===== src/hdl/bsed_pkg.sv =====
// ----------------------------------------------------------------------------
// bsed_pkg
// Shared types, constants and decode helpers for the backslash escape decoder.
// ----------------------------------------------------------------------------
package bsed_pkg;

	// upper bound on decoded bytes per string, combined with the capacity register
	localparam int MAX_OUT = 4096;

	// default depth of the queue between front and back
	localparam int QUEUE_DEPTH_DEF = 4;

	// register map
	localparam logic [0:0] REG_OUT_CAPACITY = 1'd0;
	localparam logic [12:0] OUT_CAPACITY_RST = 13'd4096;

	// decode modes
	localparam logic [1:0] MODE_NORMAL = 2'd0;
	localparam logic [1:0] MODE_ESCAPE = 2'd1;
	localparam logic [1:0] MODE_OCTAL  = 2'd2;

	// character codes
	localparam logic [7:0] CH_BSLASH = 8'h5C;
	localparam logic [7:0] CH_N      = 8'h6E;
	localparam logic [7:0] CH_T      = 8'h74;
	localparam logic [7:0] CH_B      = 8'h62;
	localparam logic [7:0] CH_R      = 8'h72;
	localparam logic [7:0] CH_F      = 8'h66;
	localparam logic [7:0] CH_LF     = 8'h0A;
	localparam logic [7:0] CH_TAB    = 8'h09;
	localparam logic [7:0] CH_BS     = 8'h08;
	localparam logic [7:0] CH_CR     = 8'h0D;
	localparam logic [7:0] CH_FF     = 8'h0C;
	localparam logic [1:0] OCT_DIGITS_MAX = 2'd3;

	typedef struct packed {
		logic [7:0] in_byte;
		logic       in_last;
	} in_item_t;

	typedef struct packed {
		logic [7:0]  out_byte;
		logic        out_valid;
		logic        out_last;
		logic [12:0] out_length;
		logic        truncated;
	} out_item_t;

	// per-string decode state
	typedef struct packed {
		logic [1:0]  mode;
		logic [7:0]  oval;
		logic [1:0]  odig;
		logic [12:0] cnt;
		logic        full;
	} dec_state_t;

	// one queue entry: the results caused by one input item
	typedef struct packed {
		logic [1:0]           n;
		out_item_t [2:0]      res;
	} entry_t;

	// working set while decoding one item
	typedef struct packed {
		dec_state_t st;
		entry_t     ent;
	} work_t;

	localparam dec_state_t DEC_STATE_RST = '{
		mode: MODE_NORMAL, oval: 8'd0, odig: 2'd0, cnt: 13'd0, full: 1'b0
	};

	function automatic logic is_octal(input logic [7:0] b);
		return (b[7:3] == 5'b00110);
	endfunction

	// append one result to the entry
	function automatic work_t put_result(input work_t w_in, input logic [7:0] b,
			input logic vld, input logic lst);
		work_t w;
		w = w_in;
		if (w.ent.n != 2'd3) begin
			w.ent.res[w.ent.n] = '{
				out_byte: b, out_valid: vld, out_last: lst,
				out_length: w.st.cnt, truncated: w.st.full
			};
			w.ent.n = w.ent.n + 2'd1;
		end
		return w;
	endfunction

	// emit one decoded byte unless the capacity is used up
	function automatic work_t emit_byte(input work_t w_in, input logic [7:0] b,
			input logic [12:0] lim);
		work_t w;
		w = w_in;
		if (!w.st.full) begin
			if (w.st.cnt >= lim) begin
				w.st.full = 1'b1;
			end else begin
				w.st.cnt = w.st.cnt + 13'd1;
				w = put_result(w, b, 1'b1, 1'b0);
			end
		end
		return w;
	endfunction

	// begin a new plain byte or escape
	function automatic work_t start_token(input work_t w_in, input logic [7:0] b,
			input logic [12:0] lim);
		work_t w;
		w = w_in;
		if (!w.st.full) begin
			if (w.st.cnt >= lim) begin
				w.st.full = 1'b1;
			end else if (b == CH_BSLASH) begin
				w.st.mode = MODE_ESCAPE;
			end else begin
				w = emit_byte(w, b, lim);
			end
		end
		return w;
	endfunction

endpackage


===== src/hdl/bsed_front.sv =====
// ----------------------------------------------------------------------------
// bsed_front
// Accepts source bytes, runs the escape state machine and packs the results
// of each item into one queue entry.
// ----------------------------------------------------------------------------
module bsed_front (
	input  logic                clk,
	input  logic                arst_n,
	input  logic                in_valid,
	output logic                in_stall,
	input  bsed_pkg::in_item_t  in_item,
	input  logic [12:0]         out_capacity,
	input  logic                q_full,
	output logic                q_push,
	output bsed_pkg::entry_t    q_data
);
	import bsed_pkg::*;

	dec_state_t state_q;
	work_t      w;
	logic [12:0] lim;
	logic        accept;
	logic [7:0]  b;

	assign in_stall = q_full;
	assign accept   = in_valid && !q_full;
	assign b        = in_item.in_byte;

	// limit in force is the smaller of the register and MAX_OUT
	assign lim = (MAX_OUT < int'(out_capacity)) ? 13'(MAX_OUT) : out_capacity;

	// decode one item
	always_comb begin
		w.st  = state_q;
		w.ent = '0;
		if (!w.st.full) begin
			case (w.st.mode)
				MODE_ESCAPE: begin
					w.st.mode = MODE_NORMAL;
					if (b == CH_N) begin
						w = emit_byte(w, CH_LF, lim);
					end else if (b == CH_T) begin
						w = emit_byte(w, CH_TAB, lim);
					end else if (b == CH_B) begin
						w = emit_byte(w, CH_BS, lim);
					end else if (b == CH_R) begin
						w = emit_byte(w, CH_CR, lim);
					end else if (b == CH_F) begin
						w = emit_byte(w, CH_FF, lim);
					end else if (is_octal(b)) begin
						w.st.oval = {5'd0, b[2:0]};
						w.st.odig = 2'd1;
						w.st.mode = MODE_OCTAL;
					end else begin
						w = emit_byte(w, b, lim);
					end
				end
				MODE_OCTAL: begin
					if (is_octal(b) && (w.st.odig < OCT_DIGITS_MAX)) begin
						// shifted value keeps its low 8 bits
						w.st.oval = {w.st.oval[4:0], b[2:0]};
						w.st.odig = w.st.odig + 2'd1;
						if (w.st.odig == OCT_DIGITS_MAX) begin
							w = emit_byte(w, w.st.oval, lim);
							w.st.mode = MODE_NORMAL;
							w.st.oval = 8'd0;
							w.st.odig = 2'd0;
						end
					end else begin
						w = emit_byte(w, w.st.oval, lim);
						w.st.mode = MODE_NORMAL;
						w.st.oval = 8'd0;
						w.st.odig = 2'd0;
						w = start_token(w, b, lim);
					end
				end
				default: begin
					w.st.mode = MODE_NORMAL;
					w = start_token(w, b, lim);
				end
			endcase
		end
		// end of string: flush a pending octal run, then the terminator
		if (in_item.in_last) begin
			if ((w.st.mode == MODE_OCTAL) && !w.st.full) begin
				w = emit_byte(w, w.st.oval, lim);
			end
			w = put_result(w, 8'd0, 1'b0, 1'b1);
		end
	end

	assign q_push = accept && (w.ent.n != 2'd0);
	assign q_data = w.ent;

	// state update on every accepted item
	always_ff @(posedge clk or negedge arst_n) begin
		if (!arst_n) begin
			state_q <= DEC_STATE_RST;
		end else if (accept) begin
			if (in_item.in_last) begin
				state_q <= DEC_STATE_RST;
			end else begin
				state_q <= w.st;
			end
		end
	end

endmodule


===== src/hdl/bsed_queue.sv =====
// ----------------------------------------------------------------------------
// bsed_queue
// Small FIFO of result entries between the decode front and the output back.
// ----------------------------------------------------------------------------
module bsed_queue #(
	parameter int DEPTH = bsed_pkg::QUEUE_DEPTH_DEF
) (
	input  logic              clk,
	input  logic              arst_n,
	input  logic              push,
	input  bsed_pkg::entry_t  wr_data,
	input  logic              pop,
	output bsed_pkg::entry_t  rd_data,
	output logic              full,
	output logic              empty
);
	import bsed_pkg::*;

	localparam int PW = (DEPTH > 1) ? $clog2(DEPTH) : 1;
	localparam int CW = $clog2(DEPTH + 1);

	entry_t         mem_q [DEPTH];
	logic [PW-1:0]  wr_ptr_q;
	logic [PW-1:0]  rd_ptr_q;
	logic [CW-1:0]  count_q;
	logic           do_push;
	logic           do_pop;

	assign full    = (count_q == CW'(DEPTH));
	assign empty   = (count_q == '0);
	assign do_push = push && !full;
	assign do_pop  = pop && !empty;
	assign rd_data = mem_q[rd_ptr_q];

	// entry storage
	always_ff @(posedge clk) begin
		if (do_push) begin
			mem_q[wr_ptr_q] <= wr_data;
		end
	end

	// pointers and fill count
	always_ff @(posedge clk or negedge arst_n) begin
		if (!arst_n) begin
			wr_ptr_q <= '0;
			rd_ptr_q <= '0;
			count_q  <= '0;
		end else begin
			if (do_push) begin
				wr_ptr_q <= (wr_ptr_q == PW'(DEPTH - 1)) ? '0 : wr_ptr_q + PW'(1);
			end
			if (do_pop) begin
				rd_ptr_q <= (rd_ptr_q == PW'(DEPTH - 1)) ? '0 : rd_ptr_q + PW'(1);
			end
			if (do_push && !do_pop) begin
				count_q <= count_q + CW'(1);
			end else if (do_pop && !do_push) begin
				count_q <= count_q - CW'(1);
			end
		end
	end

endmodule


===== src/hdl/bsed_back.sv =====
// ----------------------------------------------------------------------------
// bsed_back
// Unpacks queue entries into single results and holds them in the output
// register until taken.
// ----------------------------------------------------------------------------
module bsed_back (
	input  logic                clk,
	input  logic                arst_n,
	input  bsed_pkg::entry_t    q_data,
	input  logic                q_empty,
	output logic                q_pop,
	output logic                out_valid,
	input  logic                out_stall,
	output bsed_pkg::out_item_t out_item
);
	import bsed_pkg::*;

	logic       valid_q;
	out_item_t  item_q;
	logic [1:0] idx_q;
	logic       load;
	logic       last_of_entry;

	assign load          = (!valid_q || !out_stall) && !q_empty;
	assign last_of_entry = ((idx_q + 2'd1) == q_data.n) || (idx_q == 2'd2);
	assign q_pop         = load && last_of_entry;

	assign out_valid = valid_q;
	assign out_item  = item_q;

	// result payload
	always_ff @(posedge clk) begin
		if (load) begin
			item_q <= q_data.res[idx_q];
		end
	end

	// output valid and position within the head entry
	always_ff @(posedge clk or negedge arst_n) begin
		if (!arst_n) begin
			valid_q <= 1'b0;
			idx_q   <= 2'd0;
		end else begin
			if (load) begin
				valid_q <= 1'b1;
				idx_q   <= last_of_entry ? 2'd0 : idx_q + 2'd1;
			end else if (!out_stall) begin
				valid_q <= 1'b0;
			end
		end
	end

endmodule


===== src/hdl/backslash_escape_decoder_top.sv =====
// Path: an accepted item is written into the queue, then its first result is loaded into the output register.
// Throughput: one item per cycle at the input while the queue is not full; the output
// register gives one result per cycle unless stalled, so an item with k results
// occupies the back part longer and the queue (four entries by default) absorbs the difference.
// Reset: arst_n clears decode state, queue and output valid at once; the
// capacity register returns to 4096.
// ----------------------------------------------------------------------------
// backslash_escape_decoder_top
// Decodes C-style backslash escapes with octal runs and a per-string capacity.
// ----------------------------------------------------------------------------
module backslash_escape_decoder_top #(
	parameter int QUEUE_DEPTH = bsed_pkg::QUEUE_DEPTH_DEF
) (
	input  logic                clk,
	input  logic                arst_n,
	input  logic                in_valid,
	output logic                in_stall,
	input  bsed_pkg::in_item_t  in_item,
	output logic                out_valid,
	input  logic                out_stall,
	output bsed_pkg::out_item_t out_item,
	input  logic                psel,
	input  logic                penable,
	input  logic                pwrite,
	input  logic [2:0]          paddr,
	input  logic [31:0]         pwdata,
	output logic [31:0]         prdata,
	output logic                pready
);
	import bsed_pkg::*;

	logic [12:0] out_capacity_q;
	logic        reg_sel;
	logic        q_push;
	logic        q_pop;
	logic        q_full;
	logic        q_empty;
	entry_t      q_wr;
	entry_t      q_rd;

	// register port
	assign pready  = 1'b1;
	assign reg_sel = (paddr[2:2] == REG_OUT_CAPACITY);
	assign prdata  = reg_sel ? {19'd0, out_capacity_q} : 32'd0;

	always_ff @(posedge clk or negedge arst_n) begin
		if (!arst_n) begin
			out_capacity_q <= OUT_CAPACITY_RST;
		end else if (psel && penable && pwrite && pready && reg_sel) begin
			out_capacity_q <= pwdata[12:0];
		end
	end

	bsed_front u_front (
		.clk          (clk),
		.arst_n       (arst_n),
		.in_valid     (in_valid),
		.in_stall     (in_stall),
		.in_item      (in_item),
		.out_capacity (out_capacity_q),
		.q_full       (q_full),
		.q_push       (q_push),
		.q_data       (q_wr)
	);

	bsed_queue #(
		.DEPTH (QUEUE_DEPTH)
	) u_queue (
		.clk     (clk),
		.arst_n  (arst_n),
		.push    (q_push),
		.wr_data (q_wr),
		.pop     (q_pop),
		.rd_data (q_rd),
		.full    (q_full),
		.empty   (q_empty)
	);

	bsed_back u_back (
		.clk       (clk),
		.arst_n    (arst_n),
		.q_data    (q_rd),
		.q_empty   (q_empty),
		.q_pop     (q_pop),
		.out_valid (out_valid),
		.out_stall (out_stall),
		.out_item  (out_item)
	);

endmodule


===== config.mk =====
export PLATFORM = sky130hd
export DESIGN_NAME = backslash_escape_decoder_top
export DESIGN_NICKNAME = d
export VERILOG_FILES = /design/src/hdl/bsed_pkg.sv /design/src/hdl/bsed_front.sv /design/src/hdl/bsed_queue.sv /design/src/hdl/bsed_back.sv /design/src/hdl/backslash_escape_decoder_top.sv
export SDC_FILE = /design/constraint.sdc
export NUM_CORES = 1
export LEC_CHECK = 0
export BUFFER_PORTS_ARGS = -buffer_cell sky130_fd_sc_hd__buf_2
export CELL_PAD_IN_SITES_DETAIL_PLACEMENT = 1
export CELL_PAD_IN_SITES_GLOBAL_PLACEMENT = 2
export CORE_MARGIN = 5
export CORE_UTILIZATION = 35
export DETAILED_ROUTE_END_ITERATION = 8
export GPL_ROUTABILITY_DRIVEN = 0
export GPL_TIMING_DRIVEN = 0
export PLACE_DENSITY_LB_ADDON = 0.25
export SYNTH_ARGS = -nofsm -noshare
export SYNTH_HDL_FRONTEND = slang
export SYNTH_SLANG_ARGS = --single-unit

===== constraint.sdc =====
create_clock -name clk -period 16.75 [get_ports clk]
set_input_delay 1.675 -clock clk [delete_from_list [all_inputs] [get_ports clk]]
set_output_delay 1.675 -clock clk [all_outputs]
set_load 0.1 [all_outputs]

==> metrics.csv, run 1 <==
metric,value,unit
status,"complete, but fails checks",
failing checks,"capacitance limit, slew limit",
Critical Path AT,12.28,ns
via count,15100,
Hold Path Depth,2,
post-synthesis sequential area ratio,0.534,
Longest Clk Path Bufs,3,
starting density of the core,0.352,
WL per Instance,27.6,um
worst reg-to-reg path cell count,29,
internal reg-to-reg setup slack,4.69,ns
Routed Antenna Nets,0,
hpwl dp,52000,um
Worst R2R Start,out_capacity_q[12],
Ports,110,
Setup crit end kind,register,
DR pass1 iterations,5,
Area Overhead vs Synth,13.9,%
number of synthesized register bits,369,
antenna violations before repair,0,
Hold Startpoint,u_back.out_valid,
Crit-path slowest cell,nor4_1,
total CTS buffers,41,
DR WL met2,34400,um
actual slew at the worst max-slew pin,1.52,ns
Peak VDD IR,0.0906,mV
Tmin final,12.06,ns
warnings from Yosys,0,
"slowest stage delay, CP",0.97,ns
WL met1,31100,um
Die Area,62900,um2
max_cap viols,1,
most common cell in the synthesized netlist,edfxtp_1,
# hold bufs at CTS,0,
met3 routed WL,3810,um
# setup viols final,0,
Total GRT Usage,0.223,
vias per cell,5.82,
syn_area_per_cell,12.2,um2
largest cells by area after synthesis,"edfxtp_1 47%, mux4_2 8.2%, dfrtp_1 5.9%, ha_1 3.6%, nand2_1 2.6%",
LEAKAGE,8.18,nW
Setup crit start kind,register,
clk_skew,0.0219,ns
Main synth FF type,edfxtp_1,
CTS sink cnt,369,
Setup TNS,0,ns
worst-skew pair later-pin latency,0.56,ns
drt initial violations,1268,
top-area cell type share of the netlist area,0.474,
I/O Buffers,66,
Synth area leader,edfxtp_1,
clk slew on worst S/H paths,0.06,ns
ant diodes,0,
fin util,0.401,
Netlist cell types,107,
pwr dens,163,nW/um2
CTS root buffer,clkbuf_16,
H-tree levels,2,
largest net degree at the start of global routing,55,
fmax,82.9,MHz
"Setup Fix Bufs, Post-CTS",0,
Remaining DRCs,0,
Final Slew Violations,8,
Synth Cell Area,20300,um2
final hold violation count,0,
TritonCTS clock tree,yes,
die span in y,251,um
"Req. time, crit path",16.97,ns
FP Rows,88,
gr ovfl total,0,
Crit Path Max Fanout,13,
core area,57600,um2
Slew HR,-0.0195,
Layout fillers,6136,
DR top layer,met4,
fin crit share,0.720,
Post-synth top cells,"320 x edfxtp_1, 142 x nand2_1, 93 x o21ai_0, 89 x nor2_1, 74 x mux4_2",
Min-Delay Path Class,register to register,
R2R Path End,u_queue.mem_q[3][55],
Crit path top cell by count,ha_1,
share of cells above drive strength 1,0.171,
Post-Syn Instances,1658,
Routed WL,71800,um
first-pass GRT wire length,106000,um
Hold Path Sink,u_back.out_valid,
CTS resizes,0,
unrepaired setup endpoints after global routing,no,
die width,251,um
critical setup path kind,register to register,
vias in the first global route,15800,
fin nets,1919,
Synth async-reset ratio,0.133,
Post-synth EDFFs,320,
## state kept, by name (all words and copies together) (netlist names)
register / count
out_capacity_q: 13
u_back.out_valid: 1
u_front.state_q: 26
u_queue.mem_q: 296
u_queue.count_q: 3
u_queue.wr_ptr_q: 2
u_back.idx_q: 2
u_back.out_item: 24
u_queue.rd_ptr_q: 2
## worst max-delay path by stage
stage / to / slack, ns / depth (start not counted) / from
floorplan: u_queue.mem_q[0][37] / 9.25 / 33 / out_capacity_q[12]
global placement: u_queue.mem_q[0][55] / 4.90 / 29 / out_capacity_q[12]
detailed placement: u_queue.mem_q[3][55] / 4.97 / 29 / out_capacity_q[12]
CTS: u_queue.mem_q[3][55] / 4.88 / 29 / out_capacity_q[12]
global route: u_queue.mem_q[3][55] / 4.29 / 29 / out_capacity_q[12]
finish: u_queue.mem_q[3][55] / 4.69 / 29 / out_capacity_q[12]
## final cells by class
class / count / area (um2) / share of cell area
clock buffers: 55 / 1090 / 0.0471
clock inverters: 18 / 175 / 0.00758
plain buffers: 118 / 581 / 0.0251
inverters: 64 / 241 / 0.0105
well taps: 765 / 957 / 0.0414
repair buffers: 70 / 443 / 0.0192
flip-flops and latches: 369 / 10800 / 0.469
multi-input cells: 1145 / 8780 / 0.380
## routing by layer
metal / track usage / vias up
met2: 0.366 / 493
met4: 0.0727 / 0
met1: 0.308 / 7841
met5: 0 / -
met3: 0.0322 / 150
li1: - / 6665
## metrics by stage
step	setup WS, ns	std cells	power, mW	instance area, um2	hold WS, ns
after global placement	4.90	2527	2.89	21700	0.475
after global routing	4.29	2604	3.95	23100	0.539
after detailed placement	4.97	2531	2.92	21800	0.493
after CTS	4.88	2604	3.80	23100	0.506
after floorplan	9.25	1696	2.44	20400	0.456
final	4.69	2604	3.76	23100	0.495
## critical path: cells and delay by family, from the launching register on
family	cells	cell delay [ns]
compound gates	13	4.46
fa+ha+maj	4	1.77
buf+inv	6	3.10
simple gates	6	1.97
flops	1	0.39
## report_power, final
part / switching, mW / internal, mW / leakage (nW)
logic: 1.09 / 0.477 / 3.93
clock network: 0.363 / 0.503 / 0.613
registers: 0.0620 / 1.27 / 3.64
total: 1.52 / 2.25 / 8.18
## kinds of logic after synthesis
group,share of synthesized area
AO/OA/AOI/OAI,0.140
XOR/XNOR,0.0267
adder cells (fa/ha/maj),0.0368
buffers and inverters,0.0405
flip-flops,0.534
multiplexers,0.107
other,0.000370
AND/OR/NAND/NOR,0.114
## cell usage in the layout, fill, tap and decap left out, types with 53 or more instances in the layout
cell	n
mux4_2	74
edfxtp_1	320
ha_1	58
inv_1	53
nor2_1	89
buf_2	76
clkbuf_1	76
a21oi_1	57
nand2_1	142
o21ai_0	93
(Power assumes the default switching activity.)
==> run 2: changes to the inputs <==
--- a/config.mk
+++ b/config.mk
@@ -5,6 +5,7 @@
 export SDC_FILE = /design/constraint.sdc
 export NUM_CORES = 1
 export LEC_CHECK = 0
+export ABC_AREA = 1
 export BUFFER_PORTS_ARGS = -buffer_cell sky130_fd_sc_hd__buf_2
 export CELL_PAD_IN_SITES_DETAIL_PLACEMENT = 1
 export CELL_PAD_IN_SITES_GLOBAL_PLACEMENT = 2
==> constraint.sdc (replaced) <==
create_clock -name clk -period 10 [get_ports clk]
set_input_delay 1 -clock clk [delete_from_list [all_inputs] [get_ports clk]]
set_output_delay 1 -clock clk [all_outputs]
set_load 0.1 [all_outputs]
==> run 2 against run 1 <==
Against the previous run:
- the run now ends clean
- register-to-register slack worse by 4.1 ns
- count of clock-buffer cells in the layout down 6
- via count rose by 17%
- synthesized cell count rose by 35%
- hold slack gained 0.0032 ns
- first-iteration DRC count decreased by 9.7%
- clock skew decreased by 0.0036 ns
- clock power increased by 72%
- sequential share of layout area shrank 1.1 points
- critical path depth up 11
- critical path type unchanged
- highest routed layer unchanged
==> metrics.csv, run 2 <==
metric,value,unit
"Req. time, crit path",10.28,ns
fin area,23700,um2
Hold Path Sink,u_back.out_valid,
vias in the first global route,18400,
most frequent cells in the layout,"384 x nand2_1, 320 x edfxtp_1, 269 x nor2_1, 257 x o21ai_0, 161 x inv_1",
Die Area,63800,um2
Crit path top cell by count,nand2_1,
drt initial violations,1145,
most flop-heavy register,u_queue.mem_q,
Routed WL,79500,um
die width,253,um
pwr dens,289,nW/um2
status,"complete, no violations",
Synth async-reset ratio,0.133,
Final Slew Violations,0,
Hold WS,0.499,ns
critical setup path kind,register to register,
antenna violations before repair,0,
Pint,3.73,mW
Main synth FF type,edfxtp_1,
first-pass GRT wire length,117000,um
vias per cell,5.53,
Synth Cell Area,20600,um2
# setup viols final,0,
hpwl dp,60600,um
max_cap viols,0,
Critical Path AT,9.65,ns
top-area cell type share of the netlist area,0.466,
unrepaired setup endpoints after global routing,no,
Clk network pwr share,0.218,
Peak VDD IR,0.205,mV
TritonCTS clock tree,yes,
Crit-path slowest cell,o221ai_1,
final hold violation count,0,
share of cells above drive strength 1,0.127,
Longest Clk Path Bufs,3,
WL per Instance,24.8,um
share of total power in combinational logic,0.451,
P_sw,3.12,mW
Post-synth EDFFs,320,
final std cells w/o fill,3208,
actual slew at the worst max-slew pin,1.18,ns
CTS sink cnt,369,
largest net degree at the start of global routing,50,
clk_skew,0.0183,ns
Worst R2R Start,out_capacity_q[3],
Synth area leader,edfxtp_1,
Crit Path Max Fanout,13,
worst-skew pair later-pin latency,0.57,ns
most common cell in the synthesized netlist,nand2_1,
Ports,110,
Net Sw Frac,0.455,
starting density of the core,0.351,
worst reg-to-reg path cell count,40,
FP Rows,89,
internal reg-to-reg setup slack,0.63,ns
syn_area_per_cell,9.18,um2
fin crit share,0.937,
CTS root buffer,clkbuf_16,
LEAKAGE,9.09,nW
via count,17700,
clk slew on worst S/H paths,0.06,ns
Largest register FFs,296,
"slowest stage delay, CP",0.60,ns
"Largest delay share family, worst path",simple AND/OR/NAND/NOR gates,
Min-Delay Path Class,register to register,
pre-CTS setup slack,-0.303,ns
Post-synth top cells,"384 x nand2_1, 320 x edfxtp_1, 273 x nor2_1, 259 x o21ai_0, 161 x inv_1",
warnings from Yosys,0,
total CTS buffers,43,
"commonest non-fill, non-tap cell in the layout",nand2_1,
Hold Path Depth,2,
placed cell areas,22300,um2
fin nets,2515,
Area Overhead vs Synth,14.9,%
Remaining DRCs,0,
fmax,107,MHz
largest cells by area after synthesis,"edfxtp_1 47%, nand2_1 7.0%, o21ai_0 6.3%, dfrtp_1 5.8%, nor2_1 5.0%",
Slew HR,0.205,
"Setup Fix Bufs, Post-CTS",0,
post-synthesis sequential area ratio,0.526,
R2R Path End,u_queue.mem_q[0][25],
Total GRT Usage,0.242,
Routed Antenna Nets,0,
H-tree levels,2,
Netlist cell types,68,
Setup crit end kind,register,
core area,58700,um2
worst setup margin,0.627,ns
die span in y,253,um
Setup crit start kind,register,
Post-Syn Instances,2244,
sequential power share,0.331,
ant diodes,0,
Tmin final,9.37,ns
DR pass1 iterations,5,
"Buf+Inv Stages, Crit Path",8,
gr ovfl total,0,
# hold bufs at CTS,0,
Hold Startpoint,u_back.out_valid,
Inst Count DP,3132,
number of synthesized register bits,369,
I/O Buffers,67,
## run 2: how the worst max path moves through the flow
stage	startpoint	end	slack, ns	depth (start not counted)
4_1_cts	out_capacity_q[3]	u_queue.mem_q[2][53]	0.09	44
3_3_place_gp	out_capacity_q[4]	u_queue.mem_q[3][68]	-2.77	28
3_5_place_dp	out_capacity_q[3]	u_queue.mem_q[2][53]	-0.30	44
5_1_grt	out_capacity_q[4]	u_queue.mem_q[2][30]	0.02	47
2_1_floorplan	out_capacity_q[11]	u_queue.mem_q[0][0]	1.91	28
6_report	out_capacity_q[3]	u_queue.mem_q[0][25]	0.63	40
## run 2: repair_timing
item                                   in CTS  in global routing
endpoints found under the hold margin       0                  0
setup endpoints to repair                  28                136
resized for setup                           1                  5
## run 2: cell families (layout without fill, tap and decap cells)
family	count (synthesis)	after routing	synth area share
AND/OR/NAND/NOR	886	886	0.194
AO/OA/AOI/OAI	593	593	0.172
flip-flops	369	369	0.526
buffers and inverters	322	475	0.0653
adder cells (fa/ha/maj)	59	59	0.0362
XOR/XNOR	12	12	0.00546
other	2	40	0.000364
multiplexers	1	1	0.000546
## run 2: stage by stage
stage	util	power [mW]	setup TNS, ns
floorplan	-	4.28	0
global placement	0.376	5.27	-774.04
detailed placement	0.380	5.36	-2.40
CTS	0.403	6.86	0
global route	0.403	7.18	0
finish	0.403	6.85	0
## run 2: metal layers
layer / part of all wire / global-route usage / wire (um) / vias up
met4: 0.035 / 0.0794 / 2820 / 0
met1: 0.42 / 0.308 / 33100 / 8907
met3: 0.047 / 0.0323 / 3700 / 139
li1: - / - / - / 8221
met5: 0 / 0 / 0 / -
met2: 0.50 / 0.428 / 39800 / 471
## run 2: worst min-delay path: cells and delay by family (launching register included)
family / cells / cell delay (ns)
simple gates: 2 / 0.13
flops: 1 / 0.34
## run 2: cell type report
type | count | area, um2
fillers | 6778 | 35000
flip-flops and latches | 369 | 10800
multi-input cells | 1591 | 8620
clock buffers | 49 | 1100
well taps | 773 | 967
inverters | 193 | 727
plain buffers | 129 | 619
repair buffers | 78 | 581
clock inverters | 26 | 220
## run 2: power by group through the flow
stage	clock [mW]	combinational, mW	sequential (mW)
after floorplan	0	1.60	2.68
after global placement	0	2.93	2.34
after detailed placement	0	3.06	2.30
after CTS	1.52	3.07	2.27
after global routing	1.59	3.30	2.29
final	1.49	3.09	2.27
==> run 3: changes to the inputs <==
--- a/config.mk
+++ b/config.mk
@@ -10,7 +10,7 @@
 export CELL_PAD_IN_SITES_DETAIL_PLACEMENT = 1
 export CELL_PAD_IN_SITES_GLOBAL_PLACEMENT = 2
 export CORE_MARGIN = 5
-export CORE_UTILIZATION = 35
+export CORE_UTILIZATION = 30
 export DETAILED_ROUTE_END_ITERATION = 8
 export GPL_ROUTABILITY_DRIVEN = 0
 export GPL_TIMING_DRIVEN = 0
==> constraint.sdc (replaced) <==
create_clock -name clk -period 10.4 [get_ports clk]
set_input_delay 1.04 -clock clk [delete_from_list [all_inputs] [get_ports clk]]
set_output_delay 1.04 -clock clk [all_outputs]
set_load 0.1 [all_outputs]
==> run 3 against run 2 <==
Against the previous run:
- hold slack improved by 0.0032 ns
- die area rose by 16%
- sequential power fell by 4%
- largest cell class unchanged
- clock skew rose by 0.014 ns
- final cell count rose by 3.5%
- via count fell by 0.59%
- wire length rose by 3.1%
==> metrics.csv, run 3 (same netlist as run 2, synthesis figures left out) <==
metric,value,unit
status,"complete, no violations",
gr ovfl total,0,
worst-skew pair later-pin latency,0.58,ns
share of cells above drive strength 1,0.127,
vias per cell,5.31,
Largest register FFs,296,
core area,68300,um2
Setup crit end kind,register,
fin area,23800,um2
die span in y,272,um
actual slew at the worst max-slew pin,1.17,ns
Min-Delay Path Class,register to register,
# setup viols final,0,
most flop-heavy register,u_queue.mem_q,
Remaining DRCs,0,
pwr dens,277,nW/um2
FP Rows,96,
fin util,0.349,
TritonCTS clock tree,yes,
Setup crit start kind,register,
internal reg-to-reg setup slack,0.91,ns
hpwl dp,63400,um
Hold Startpoint,u_back.out_valid,
"Buf+Inv Stages, Crit Path",9,
share of total power in combinational logic,0.453,
antenna violations before repair,3,
sequential power share,0.328,
Critical Path AT,9.76,ns
largest net degree at the start of global routing,50,
starting density of the core,0.301,
fmax,105,MHz
Peak VDD IR,0.157,mV
"commonest non-fill, non-tap cell in the layout",nand2_1,
H-tree levels,2,
clk_skew,0.0320,ns
via count,17600,
vias in the first global route,18500,
first-pass GRT wire length,122000,um
clk slew on worst S/H paths,0.06,ns
Area Overhead vs Synth,15.7,%
CTS sink cnt,369,
Clk network pwr share,0.218,
CTS root buffer,clkbuf_16,
Slew HR,0.214,
Ports,110,
critical setup path kind,register to register,
Crit Path Max Fanout,10,
Worst R2R Start,out_capacity_q[2],
Die Area,74000,um2
Hold Path Sink,u_back.out_valid,
max_cap viols,0,
most frequent cells in the layout,"384 x nand2_1, 320 x edfxtp_1, 269 x nor2_1, 257 x o21ai_0, 161 x inv_1",
Routed WL,81900,um
total CTS buffers,43,
P_sw,3.02,mW
Crit path top cell by count,nand2_1,
"Setup Fix Bufs, Post-CTS",0,
Tmin final,9.49,ns
"Largest delay share family, worst path",simple AND/OR/NAND/NOR gates,
worst reg-to-reg path cell count,44,
Inst Count DP,3243,
DR pass1 iterations,5,
final std cells w/o fill,3321,
drt initial violations,1205,
"Req. time, crit path",10.66,ns
final hold violation count,0,
R2R Path End,u_queue.mem_q[3][54],
"slowest stage delay, CP",0.60,ns
unrepaired setup endpoints after global routing,no,
# hold bufs at CTS,0,
I/O Buffers,67,
Crit-path slowest cell,o22ai_1,
Hold Path Depth,2,
Final Slew Violations,0,
ant diodes,0,
Longest Clk Path Bufs,3,
Routed Antenna Nets,0,
placed cell areas,22500,um2
Total GRT Usage,0.216,
fin crit share,0.913,
LEAKAGE,9.11,nW
die width,272,um
fin nets,2517,
WL per Instance,24.7,um
Net Sw Frac,0.456,
Pint,3.60,mW
## run 3: cell types whose count changed in the layout (fill, tap and decap cells not counted), sizes merged
| cell | change |
|---|---|
| inv | -1 |
| buf | +2 |
| clkinv | +1 |
| clkbuf | +2 |
## run 3: per-layer routing
metal / GRT usage / part of all wire / vias to the layer above / wire length (um)
li1: - / - / 8230 / -
met1: 0.280 / 0.44 / 8919 / 35900
met2: 0.387 / 0.50 / 371 / 40900
met3: 0.0212 / 0.034 / 111 / 2810
met4: 0.0552 / 0.028 / 2 / 2260
met5: 0 / 0.00016 / - / 13
## run 3: how the worst max path moves through the flow
stage / startpoint / endpoint / slack (ns) / cells past startpoint
2_1_floorplan: out_capacity_q[11] / u_queue.mem_q[0][0] / 2.31 / 28
3_3_place_gp: out_capacity_q[4] / u_queue.mem_q[3][68] / -2.62 / 26
3_5_place_dp: out_capacity_q[2] / u_queue.mem_q[0][53] / 0.01 / 44
4_1_cts: out_capacity_q[2] / u_queue.mem_q[0][53] / 0.33 / 44
5_1_grt: out_capacity_q[2] / u_queue.mem_q[1][49] / 0.25 / 44
6_report: out_capacity_q[2] / u_queue.mem_q[3][54] / 0.91 / 44
## run 3: repair_timing
item / 4_1_cts / 5_1_grt
setup endpoints to repair: 4 / 12
gates resized for setup: 1 / 3
cloned: 0 / 0
## run 3: tightest hold or removal path: stages (launching register included)
cell and delay (ns):
dfrtp_1 0.34, nand2_1 0.07, nand2_1 0.06
## run 3: stage by stage
stage	setup TNS [ns]	hold slack (ns)	power, mW	worst slack [ns]
after floorplan	0	0.497	4.11	2.31
after global placement	-734.27	0.483	5.12	-2.62
after detailed placement	0	0.498	5.21	0.0139
after CTS	0	0.510	6.67	0.333
after global routing	0	0.572	6.96	0.249
final	0	0.502	6.62	0.907
## run 3: layout make-up
class,instances,area (um2)
Clock buffer,51,1110
Fill cell,7907,44500
Multi-Input combinational cell,1591,8610
Sequential cell,369,10800
Clock inverter,26,220
Buffer,129,619
Timing Repair Buffer,80,621
Tap cell,882,1100
Inverter,193,727
## run 3: power groups by stage
stage               Sequential (mW)  Clock (mW)  Combinational (mW)
global route                   2.20        1.54                3.22
CTS                            2.18        1.48                3.01
finish                         2.17        1.45                3.00
detailed placement             2.20           0                3.00
floorplan                      2.58           0                1.54
global placement               2.26           0                2.86
